==> src/design/pcrc_pkg.sv <==
// ----------------------------------------------------------------------------
// pcrc_pkg
// Shared types, constants and the CRC-32 long-division step for the payload
// word CRC checker.
// ----------------------------------------------------------------------------
package pcrc_pkg;

    localparam int WORD_W          = 32;
    localparam int ACC_W           = 48;
    localparam int STEPS           = 16;
    localparam int QUEUE_DEPTH_DEF = 4;

    // 0x104C11DB7 shifted left 15, top bit at bit 47
    localparam logic [ACC_W-1:0] CRC_DIVISOR = {33'h1_04C1_1DB7, 15'd0};

    typedef enum logic [1:0] {
        POS_FIRST,
        POS_SECOND,
        POS_LATER
    } t_pos;

    typedef struct packed {
        logic [WORD_W-1:0] word;
        logic              last;
        t_pos              pos;
    } t_entry;

    // sixteen xor-shift steps; bits above 47 drop out on each shift
    function automatic logic [ACC_W-1:0] crc_divide(input logic [ACC_W-1:0] a);
        logic [ACC_W-1:0] v;
        v = a;
        for (int k = 0; k < STEPS; k++) begin
            if (v[ACC_W-1]) begin
                v = v ^ CRC_DIVISOR;
            end
            v = {v[ACC_W-2:0], 1'b0};
        end
        return v;
    endfunction

endpackage

==> src/design/pcrc_front.sv <==
// ----------------------------------------------------------------------------
// pcrc_front
// Input side: accepts words, tags each with its position in the frame and
// pushes it into the queue.
// ----------------------------------------------------------------------------
module pcrc_front
    import pcrc_pkg::*;
(
    input  logic              i_clk,
    input  logic              i_rst_n,
    input  logic              i_valid,
    output logic              o_ready,
    input  logic [WORD_W-1:0] i_word,
    input  logic              i_last,
    input  logic              i_full,
    output logic              o_push,
    output t_entry            o_entry
);

    t_pos r_pos;
    t_pos n_pos;

    always_comb begin
        n_pos = r_pos;
        if (o_push) begin
            if (i_last) begin
                n_pos = POS_FIRST;
            end else begin
                case (r_pos)
                    POS_FIRST:  n_pos = POS_SECOND;
                    POS_SECOND: n_pos = POS_LATER;
                    POS_LATER:  n_pos = POS_LATER;
                    default:    n_pos = POS_FIRST;
                endcase
            end
        end
    end

    always_comb begin
        o_ready       = !i_full;
        o_push        = i_valid && !i_full;
        o_entry.word  = i_word;
        o_entry.last  = i_last;
        o_entry.pos   = r_pos;
    end

    always_ff @(posedge i_clk) begin
        if (!i_rst_n) begin
            r_pos <= POS_FIRST;
        end else begin
            r_pos <= n_pos;
        end
    end

endmodule

==> src/design/pcrc_queue.sv <==
// ----------------------------------------------------------------------------
// pcrc_queue
// Small register queue between the front and back ends.
// ----------------------------------------------------------------------------
module pcrc_queue
    import pcrc_pkg::*;
#(
    parameter int DEPTH = QUEUE_DEPTH_DEF
) (
    input  logic   i_clk,
    input  logic   i_rst_n,
    input  logic   i_push,
    input  t_entry i_entry,
    input  logic   i_pop,
    output t_entry o_entry,
    output logic   o_full,
    output logic   o_empty
);

    localparam int PTR_W = (DEPTH > 1) ? $clog2(DEPTH) : 1;
    localparam int CNT_W = $clog2(DEPTH + 1);

    t_entry           r_mem [DEPTH];
    logic [PTR_W-1:0] r_wr;
    logic [PTR_W-1:0] r_rd;
    logic [CNT_W-1:0] r_cnt;
    logic [PTR_W-1:0] n_wr;
    logic [PTR_W-1:0] n_rd;
    logic [CNT_W-1:0] n_cnt;
    logic             w_push;
    logic             w_pop;

    assign o_full  = (r_cnt == CNT_W'(DEPTH));
    assign o_empty = (r_cnt == '0);
    assign w_push  = i_push && !o_full;
    assign w_pop   = i_pop && !o_empty;
    assign o_entry = r_mem[r_rd];

    always_comb begin
        n_wr  = r_wr;
        n_rd  = r_rd;
        n_cnt = r_cnt;
        if (w_push) begin
            n_wr = (r_wr == PTR_W'(DEPTH - 1)) ? '0 : r_wr + 1'b1;
        end
        if (w_pop) begin
            n_rd = (r_rd == PTR_W'(DEPTH - 1)) ? '0 : r_rd + 1'b1;
        end
        if (w_push && !w_pop) begin
            n_cnt = r_cnt + 1'b1;
        end else if (w_pop && !w_push) begin
            n_cnt = r_cnt - 1'b1;
        end
    end

    always_ff @(posedge i_clk) begin
        if (!i_rst_n) begin
            r_wr  <= '0;
            r_rd  <= '0;
            r_cnt <= '0;
        end else begin
            r_wr  <= n_wr;
            r_rd  <= n_rd;
            r_cnt <= n_cnt;
        end
    end

    always_ff @(posedge i_clk) begin
        if (w_push) begin
            r_mem[r_wr] <= i_entry;
        end
    end

endmodule

==> src/design/pcrc_back.sv <==
// ----------------------------------------------------------------------------
// pcrc_back
// Division side: folds each queued word into the accumulator and holds the
// frame result in an output register.
// ----------------------------------------------------------------------------
module pcrc_back
    import pcrc_pkg::*;
(
    input  logic              i_clk,
    input  logic              i_rst_n,
    input  t_entry            i_entry,
    input  logic              i_empty,
    output logic              o_pop,
    output logic              o_valid,
    input  logic              i_ready,
    output logic [WORD_W-1:0] o_crc,
    output logic              o_crc_ok,
    output logic              o_short_block
);

    logic [ACC_W-1:0]  r_acc;
    logic [ACC_W-1:0]  n_acc;
    logic [ACC_W-1:0]  w_sum;
    logic [ACC_W-1:0]  w_div;
    logic [WORD_W-1:0] w_crc;
    logic              w_short;
    logic              r_out_valid;
    logic              n_out_valid;
    logic [WORD_W-1:0] r_crc;
    logic              r_crc_ok;
    logic              r_short;
    logic              w_emit;

    assign w_sum = r_acc + {{(ACC_W-WORD_W){1'b0}}, i_entry.word};
    assign w_div = crc_divide(w_sum);

    always_comb begin
        case (i_entry.pos)
            POS_FIRST: begin
                n_acc   = {i_entry.word, {(ACC_W-WORD_W){1'b0}}};
                w_crc   = '0;
                w_short = 1'b1;
            end
            POS_SECOND: begin
                n_acc   = {w_sum[WORD_W-1:0], {(ACC_W-WORD_W){1'b0}}};
                w_crc   = w_sum[WORD_W-1:0];
                w_short = 1'b0;
            end
            default: begin
                n_acc   = w_div;
                w_crc   = w_div[ACC_W-1:ACC_W-WORD_W];
                w_short = 1'b0;
            end
        endcase
    end

    // a non-final word never needs output space
    assign o_pop  = !i_empty && (!i_entry.last || !r_out_valid || i_ready);
    assign w_emit = o_pop && i_entry.last;

    always_comb begin
        if (w_emit) begin
            n_out_valid = 1'b1;
        end else if (i_ready) begin
            n_out_valid = 1'b0;
        end else begin
            n_out_valid = r_out_valid;
        end
    end

    always_ff @(posedge i_clk) begin
        if (!i_rst_n) begin
            r_out_valid <= 1'b0;
        end else begin
            r_out_valid <= n_out_valid;
        end
    end

    always_ff @(posedge i_clk) begin
        if (o_pop) begin
            r_acc <= n_acc;
        end
        if (w_emit) begin
            r_crc    <= w_crc;
            r_crc_ok <= !w_short && (w_crc == '0);
            r_short  <= w_short;
        end
    end

    assign o_valid       = r_out_valid;
    assign o_crc         = r_crc;
    assign o_crc_ok      = r_crc_ok;
    assign o_short_block = r_short;

endmodule

==> src/design/payload_word_crc32_check.sv <==
// ----------------------------------------------------------------------------
// payload_word_crc32_check
// Payload CRC-32 check (polynomial 0x104C11DB7) over a stream of 32-bit words.
// ----------------------------------------------------------------------------
// Takes one word per clock while the queue is not full. Each word enters a
// QUEUE_DEPTH-entry queue and is folded into the 48-bit remainder as it
// leaves; from a frame's third word on, a single sixteen-step xor-shift stage
// divides it in. The result is registered as the last word leaves. A result
// waiting on the output only holds back the next last word; once that word
// reaches the head of the queue, up to QUEUE_DEPTH - 1 more words are taken
// behind it. A frame of one word reports crc 0 with short_block set. crc_ok
// is 1 for a zero remainder on a frame of two or more words.
// ----------------------------------------------------------------------------
module payload_word_crc32_check
    import pcrc_pkg::*;
#(
    parameter int QUEUE_DEPTH = QUEUE_DEPTH_DEF
) (
    input  logic              i_clk,
    input  logic              i_rst_n,
    input  logic              i_valid,
    output logic              o_ready,
    input  logic [WORD_W-1:0] i_word,
    input  logic              i_last,
    output logic              o_valid,
    input  logic              i_ready,
    output logic [WORD_W-1:0] o_crc,
    output logic              o_crc_ok,
    output logic              o_short_block
);

    logic   w_full;
    logic   w_empty;
    logic   w_push;
    logic   w_pop;
    t_entry w_in_entry;
    t_entry w_head;

    pcrc_front u_front (
        .i_clk   (i_clk),
        .i_rst_n (i_rst_n),
        .i_valid (i_valid),
        .o_ready (o_ready),
        .i_word  (i_word),
        .i_last  (i_last),
        .i_full  (w_full),
        .o_push  (w_push),
        .o_entry (w_in_entry)
    );

    pcrc_queue #(
        .DEPTH (QUEUE_DEPTH)
    ) u_queue (
        .i_clk   (i_clk),
        .i_rst_n (i_rst_n),
        .i_push  (w_push),
        .i_entry (w_in_entry),
        .i_pop   (w_pop),
        .o_entry (w_head),
        .o_full  (w_full),
        .o_empty (w_empty)
    );

    pcrc_back u_back (
        .i_clk         (i_clk),
        .i_rst_n       (i_rst_n),
        .i_entry       (w_head),
        .i_empty       (w_empty),
        .o_pop         (w_pop),
        .o_valid       (o_valid),
        .i_ready       (i_ready),
        .o_crc         (o_crc),
        .o_crc_ok      (o_crc_ok),
        .o_short_block (o_short_block)
    );

`ifndef SYNTHESIS
    a_reset_clears : assert property (@(posedge i_clk)
        !i_rst_n |=> !o_valid && o_ready)
        else $error("result or back-pressure left over after reset");

    a_short_result : assert property (@(posedge i_clk) disable iff (!i_rst_n)
        o_valid && o_short_block |-> (o_crc == '0) && !o_crc_ok)
        else $error("short frame with non-zero crc or crc_ok");

    a_ok_matches_crc : assert property (@(posedge i_clk) disable iff (!i_rst_n)
        o_valid && !o_short_block |-> o_crc_ok == (o_crc == '0))
        else $error("crc_ok disagrees with remainder");
`endif

endmodule

==> config.mk <==
export PLATFORM = sky130hd
export DESIGN_NAME = payload_word_crc32_check
export DESIGN_NICKNAME = d
export VERILOG_FILES = /design/src/design/pcrc_pkg.sv /design/src/design/pcrc_front.sv /design/src/design/pcrc_queue.sv /design/src/design/pcrc_back.sv /design/src/design/payload_word_crc32_check.sv
export SDC_FILE = /design/constraint.sdc
export NUM_CORES = 1
export LEC_CHECK = 0
export BUFFER_PORTS_ARGS = -buffer_cell sky130_fd_sc_hd__buf_2
export CAP_MARGIN = 20
export CORE_MARGIN = 2
export CORE_UTILIZATION = 50
export DETAILED_ROUTE_END_ITERATION = 10
export GPL_TIMING_DRIVEN = 1
export PLACE_DENSITY = 0.68
export SLEW_MARGIN = 30
export SYNTH_ARGS = -nofsm -noshare
export SYNTH_HDL_FRONTEND = slang
export SYNTH_SLANG_ARGS = --single-unit
==> constraint.sdc <==
create_clock -name i_clk -period 13.6 [get_ports i_clk]
set_input_delay 0.68 -clock i_clk [delete_from_list [all_inputs] [get_ports i_clk]]
set_output_delay 0.68 -clock i_clk [all_outputs]
set_load 0.02 [all_outputs]
==> results.cfg, run 1 <==
[detailed_routing]
totalWireLength_mm = 27.7
routed-wl-met3_mm = 1.94
vias = 7176
drt-wirelength-per-cell_um = 22.3
routedLengthMet1_mm = 11.7
drtIter0Drc = 667
viasPerCell = 5.77
drc = 0
antenna_left = 0
top_layer = met4
met2_wirelength_mm = 13.1
first_pass_iters = 7

[synth]
synthArstFlopShare_pct = 0
yosys.area.top_type = edfxtp_1
yosys-top-cells-area = edfxtp_1 (53%), xnor2_1 (8.6%), mux4_2 (6.5%)
yosysUniqueCellTypes = 69
synthesis.area_um2 = 11700
ys_dominant_reg_cell = edfxtp_1
seq_area_frac_synth_pct = 54.8
syn_inst = 834
syn_avg_cell_area_um2 = 14.1
yosysWarnings = 0
synth_seq_cells = 218
synth_top_area_share_pct = 52.7
syn_nets = 896
synth_edf_count = 206

[setup_path]
r2r_slack_ns = 6.98
cp.arrival_ns = 6.90
required_ns = 13.88
path_class = reg -> reg
worstPathMaxFanout = 29
worstSetupStartpointType = register
end_kind = register

[sta]
skew_ns = 0.0232
setup_violations = 0
finalCritPeriodShare_pct = 48.7
fmax_ghz = 0.151
relSlewSlack_pct = 39.1
slew_viol_final = 0
rsz0062_at_grt = false
period_minus_slack_ns = 6.62
tightest_slew_ns = 0.914
fin_tns_setup_ns = 0
final_hold_viol_count = 0

[clock_network]
tritoncts = built
path_clk_slew_ns = 0.06
cts_max_path_buffers = 3
cts_htree_levels = 1
cts_resized = 0
cts-buffers-inserted = 24
cts_num_sinks = 218
clk_latency_ns = 0.53
postCtsSetupBuffers = 0
hold_buffers = 0
cts_root_buf = clkbuf_16

[run_status]
status = finished, final reports clean

[global_route]
grt_pass1_vias = 6971
grt_pass1_wl_mm = 42.1
grt-ovfl-total = 0
antenna_found_initial = 0
grt_start_max_net_pins = 39
track_usage_pct = 23.0

[die]
ios = 73
die_w_um = 157
coreArea_um2 = 23300
start_util_pct = 50.4
die_h_um = 157
fp.dieArea_um2 = 24700
rows = 56

[final_layout]
final_common_cell = edfxtp_1
final_cell_mix = edfxtp_1 (206), xnor2_1 (115), nand2_1 (93), buf_2 (72), xor2_1 (36)
finalNonFillerCells = 1244
antennaDiodeCount = 0
nets = 972
drive_above_1_share_pct = 20.4
syn_to_final_growth_pct = 12.8
final_util_pct = 56.9

[placement]
dpl.cell_count = 1202
hpwl_mm = 19.7
gp_congestion = 0.947
port_buffers = 72

[min_path]
min_path_type = in -> reg

[flow_run]
cap_viol_max_count = 0
## cells in the mapped netlist, types with 3 or more instances
library cell  count
a22o_1            7
xor2_1           36
nor4_1            4
and2_1            5
nor3_1            6
mux4_2           34
xnor2_1         115
xor3_1            4
nand2_1          93
clkbuf_1         14
nand2b_1          5
mux2i_1           8
a21boi_0          5
a211oi_1          5
buf_4             4
dfxtp_1          12
xnor2_2           3
nor2_1           19
a21oi_2           4
or3_1             4
ha_1             23
edfxtp_1        206
inv_1            11
and4_1            4
a21oi_1          26
o211ai_1          8
nand3_1          14
and3_1            8
xnor2_4           5
nand3b_1          5
xnor3_1          18
a21o_1           22
nand4_1           9
o21ai_0          23
nor2b_1           9
buf_2             5
o21a_1            5
buf_1             5
## kinds of logic (layout without fill, tap and decap cells)
logic type	count (synthesis)	in the layout	share of synthesized area, %
compound gates	126	126	7.39
xor+xnor	184	184	17.7
flops	218	218	54.8
simple gates	197	197	8.44
fa+ha+maj	25	25	2.79
buf+inv	40	131	1.53
mux	44	44	7.40
## final timing paths
path | startpoint | endpoint | depth (start not counted)
worst min-delay path | i_word[10] | u_queue.r_mem[3][13] | 1
worst min register to register | u_queue.r_wr[1] | u_queue.r_wr[1] | 2
worst max register to register | register | u_back.o_crc_ok | 17
worst max-delay path | register | u_back.o_crc_ok | 17
## final cells by class
cell class	count	area, µm²
inverter	11	41.3
clock inverter	15	143
fill	1890	10000
clock buffer	26	629
timing repair buffer	79	433
sequential	218	6430
multi-input combinational	576	5160
tap	319	399
## stage by stage
step,cell area (µm²),hold WS [ns],setup slack (ns)
floorplan,11700,0.476,6.64
global placement,12400,0.498,6.98
detailed placement,12400,0.503,7.05
CTS,13200,0.357,7.00
global route,13200,0.354,6.62
finish,13200,0.370,6.98
## sequential cells by signal, summed over array words and instances, names as in the netlist, named ones only
register and cells:
u_back.r_acc 32, u_front.r_pos 2, u_back.o_crc 32, u_queue.r_cnt 3, u_back.o_crc_ok 1, u_queue.r_rd 2
u_queue.r_mem 140, u_back.o_valid 1, u_queue.r_wr 2, u_back.o_short_block 1
## worst max-delay path: stages, from the launching register on
cell and delay (ns):
dfxtp_2 0.52, buf_4 0.54, mux4_2 0.60, ha_1 0.25, fa_1 0.43, a211oi_1 0.48, o211ai_1 0.23, nand3_1 0.11
nand2_1 0.06, xnor2_1 0.66, xnor2_2 0.28, xnor3_1 0.60, xnor2_1 0.45, xnor2_1 0.28, xnor2_1 0.18, o21ai_0 0.37
nor3_2 0.10, and4_1 0.21
## per-layer routing
metal	global-route usage, %	vias up
met3	4.02	53
met5	0	-
met4	8.40	0
met1	32.0	3537
li1	-	3272
met2	36.5	314
Power of run 1 is not shown: default switching activity piles up to over one toggle a cycle in this logic, so the estimate is an artifact.
==> inputs of run 2 (changes only) <==
==> constraint.sdc (replaced) <==
create_clock -name i_clk -period 6.2 [get_ports i_clk]
set_input_delay 0.31 -clock i_clk [delete_from_list [all_inputs] [get_ports i_clk]]
set_output_delay 0.31 -clock i_clk [all_outputs]
set_load 0.02 [all_outputs]
==> results.cfg, run 2 (synthesis gave the netlist of run 1 again) <==
[placement]
dpl.cell_count = 1221
dpl_cell_area_um2 = 12600
port_buffers = 72
gp_congestion = 0.964
hpwl_mm = 21.1

[die]
ios = 73
coreArea_um2 = 23300
die_w_um = 157
rows = 56
start_util_pct = 50.4
die_h_um = 157
fp.dieArea_um2 = 24700

[clock_network]
clk_latency_ns = 0.50
cts_max_path_buffers = 3
cts_resized = 0
cts_num_sinks = 218
hold_buffers = 0
postCtsSetupBuffers = 0
cts_htree_levels = 1
tritoncts = built
cts_root_buf = clkbuf_16
cts-buffers-inserted = 23
path_clk_slew_ns = 0.06

[flow_run]
cap_viol_max_count = 0

[sta]
skew_ns = 0.0107
setup_violations = 0
relSlewSlack_pct = 37.0
fmax_ghz = 0.174
finalCritPeriodShare_pct = 92.5
slew_viol_final = 0
period_minus_slack_ns = 5.74
tightest_slew_ns = 0.944
rsz0062_at_grt = false
final_hold_viol_count = 0
fin_tns_setup_ns = 0

[setup_path]
worstPathMaxFanout = 11
end_kind = register
worstSetupStartpointType = register
path_class = reg -> reg
cp.arrival_ns = 6.11
required_ns = 6.57

[detailed_routing]
drt-wirelength-per-cell_um = 22.3
first_pass_iters = 5
drc = 0
vias = 7198
totalWireLength_mm = 28.2
drtIter0Drc = 453
antenna_left = 0
viasPerCell = 5.70

[final_layout]
drive_above_1_share_pct = 21.6
ff_latch_area_um2 = 6430
fin_area_um2 = 13300
multi_input_area_um2 = 5160
syn_to_final_growth_pct = 13.3
regMostFlops = u_queue.r_mem
largest_register_ffs = 140
nets = 989
final_common_cell = edfxtp_1
finalNonFillerCells = 1263
final_cell_mix = edfxtp_1 (206), xnor2_1 (115), nand2_1 (93), buf_2 (72), xor2_1 (36)
nFillCells = 1918

[global_route]
grt_start_max_net_pins = 39
grt_pass1_wl_mm = 42.9
grt-ovfl-total = 0
track_usage_pct = 23.5
grt_pass1_vias = 7097
antenna_found_initial = 1

[run_status]
status = finished, final reports clean

[min_path]
min_path_type = in -> reg
-- run 2: cell types whose count changed in the layout (fill, tap and decap cells not counted), sizes merged --
cell / change
buf: +18
bufinv: -1
clkinvlp: +1
diode: +1
inv: -1
clkinv: +1
-- run 2: metrics by stage --
step	hold slack [ns]	setup slack, ns	utilization, %
2_1_floorplan	0.409	0.115	-
3_3_place_gp	0.493	0.592	54.1
3_5_place_dp	0.504	0.518	54.1
4_1_cts	0.00241	0.518	57.1
5_1_grt	0.0161	0.157	57.1
6_report	0.0281	0.463	57.1
-- run 2: final timing paths --
kind                   start             endpoint  slack [ns]  depth (start not counted)
max                 register      u_back.o_crc_ok        0.46                         16
min                i_word[6]  u_queue.r_mem[0][9]        0.03                          1
max reg2reg         register      u_back.o_crc_ok        0.46                         16
min reg2reg  u_queue.r_wr[1]      u_queue.r_wr[1]        0.51                          2
-- run 2: final cells by class --
class / count / area share [%]
flip-flops and latches: 218 / 48.4
inverters: 11 / 0.311
clock buffers: 26 / 4.41
diodes: 1 / 0.0188
repair buffers: 97 / 4.22
well taps: 319 / 3.00
clock inverters: 15 / 0.866
multi-input cells: 576 / 38.8
-- run 2: per-layer routing --
layer	part of all wire (%)	up-vias	global-route usage, %
li1	-	3310	-
met1	43	3590	32.5
met2	47	247	36.6
met3	6.9	51	4.98
met4	3.8	0	8.96
met5	0	-	0
-- run 2: worst max-delay path: stages, from the launching register on --
cell and delay [ns]:
dfxtp_2 0.52, buf_12 0.20, mux4_2 0.53, ha_1 0.50
and4_4 0.30, and3_4 0.22, nand3_2 0.21, a21oi_2 0.33
xnor2_4 0.24, xor3_1 0.62, xor2_1 0.20, xnor2_1 0.47
xnor3_1 0.43, a22o_1 0.22, nor4b_1 0.23, and4_1 0.22
and4_1 0.17
Power of run 2 is left out for the same reason.
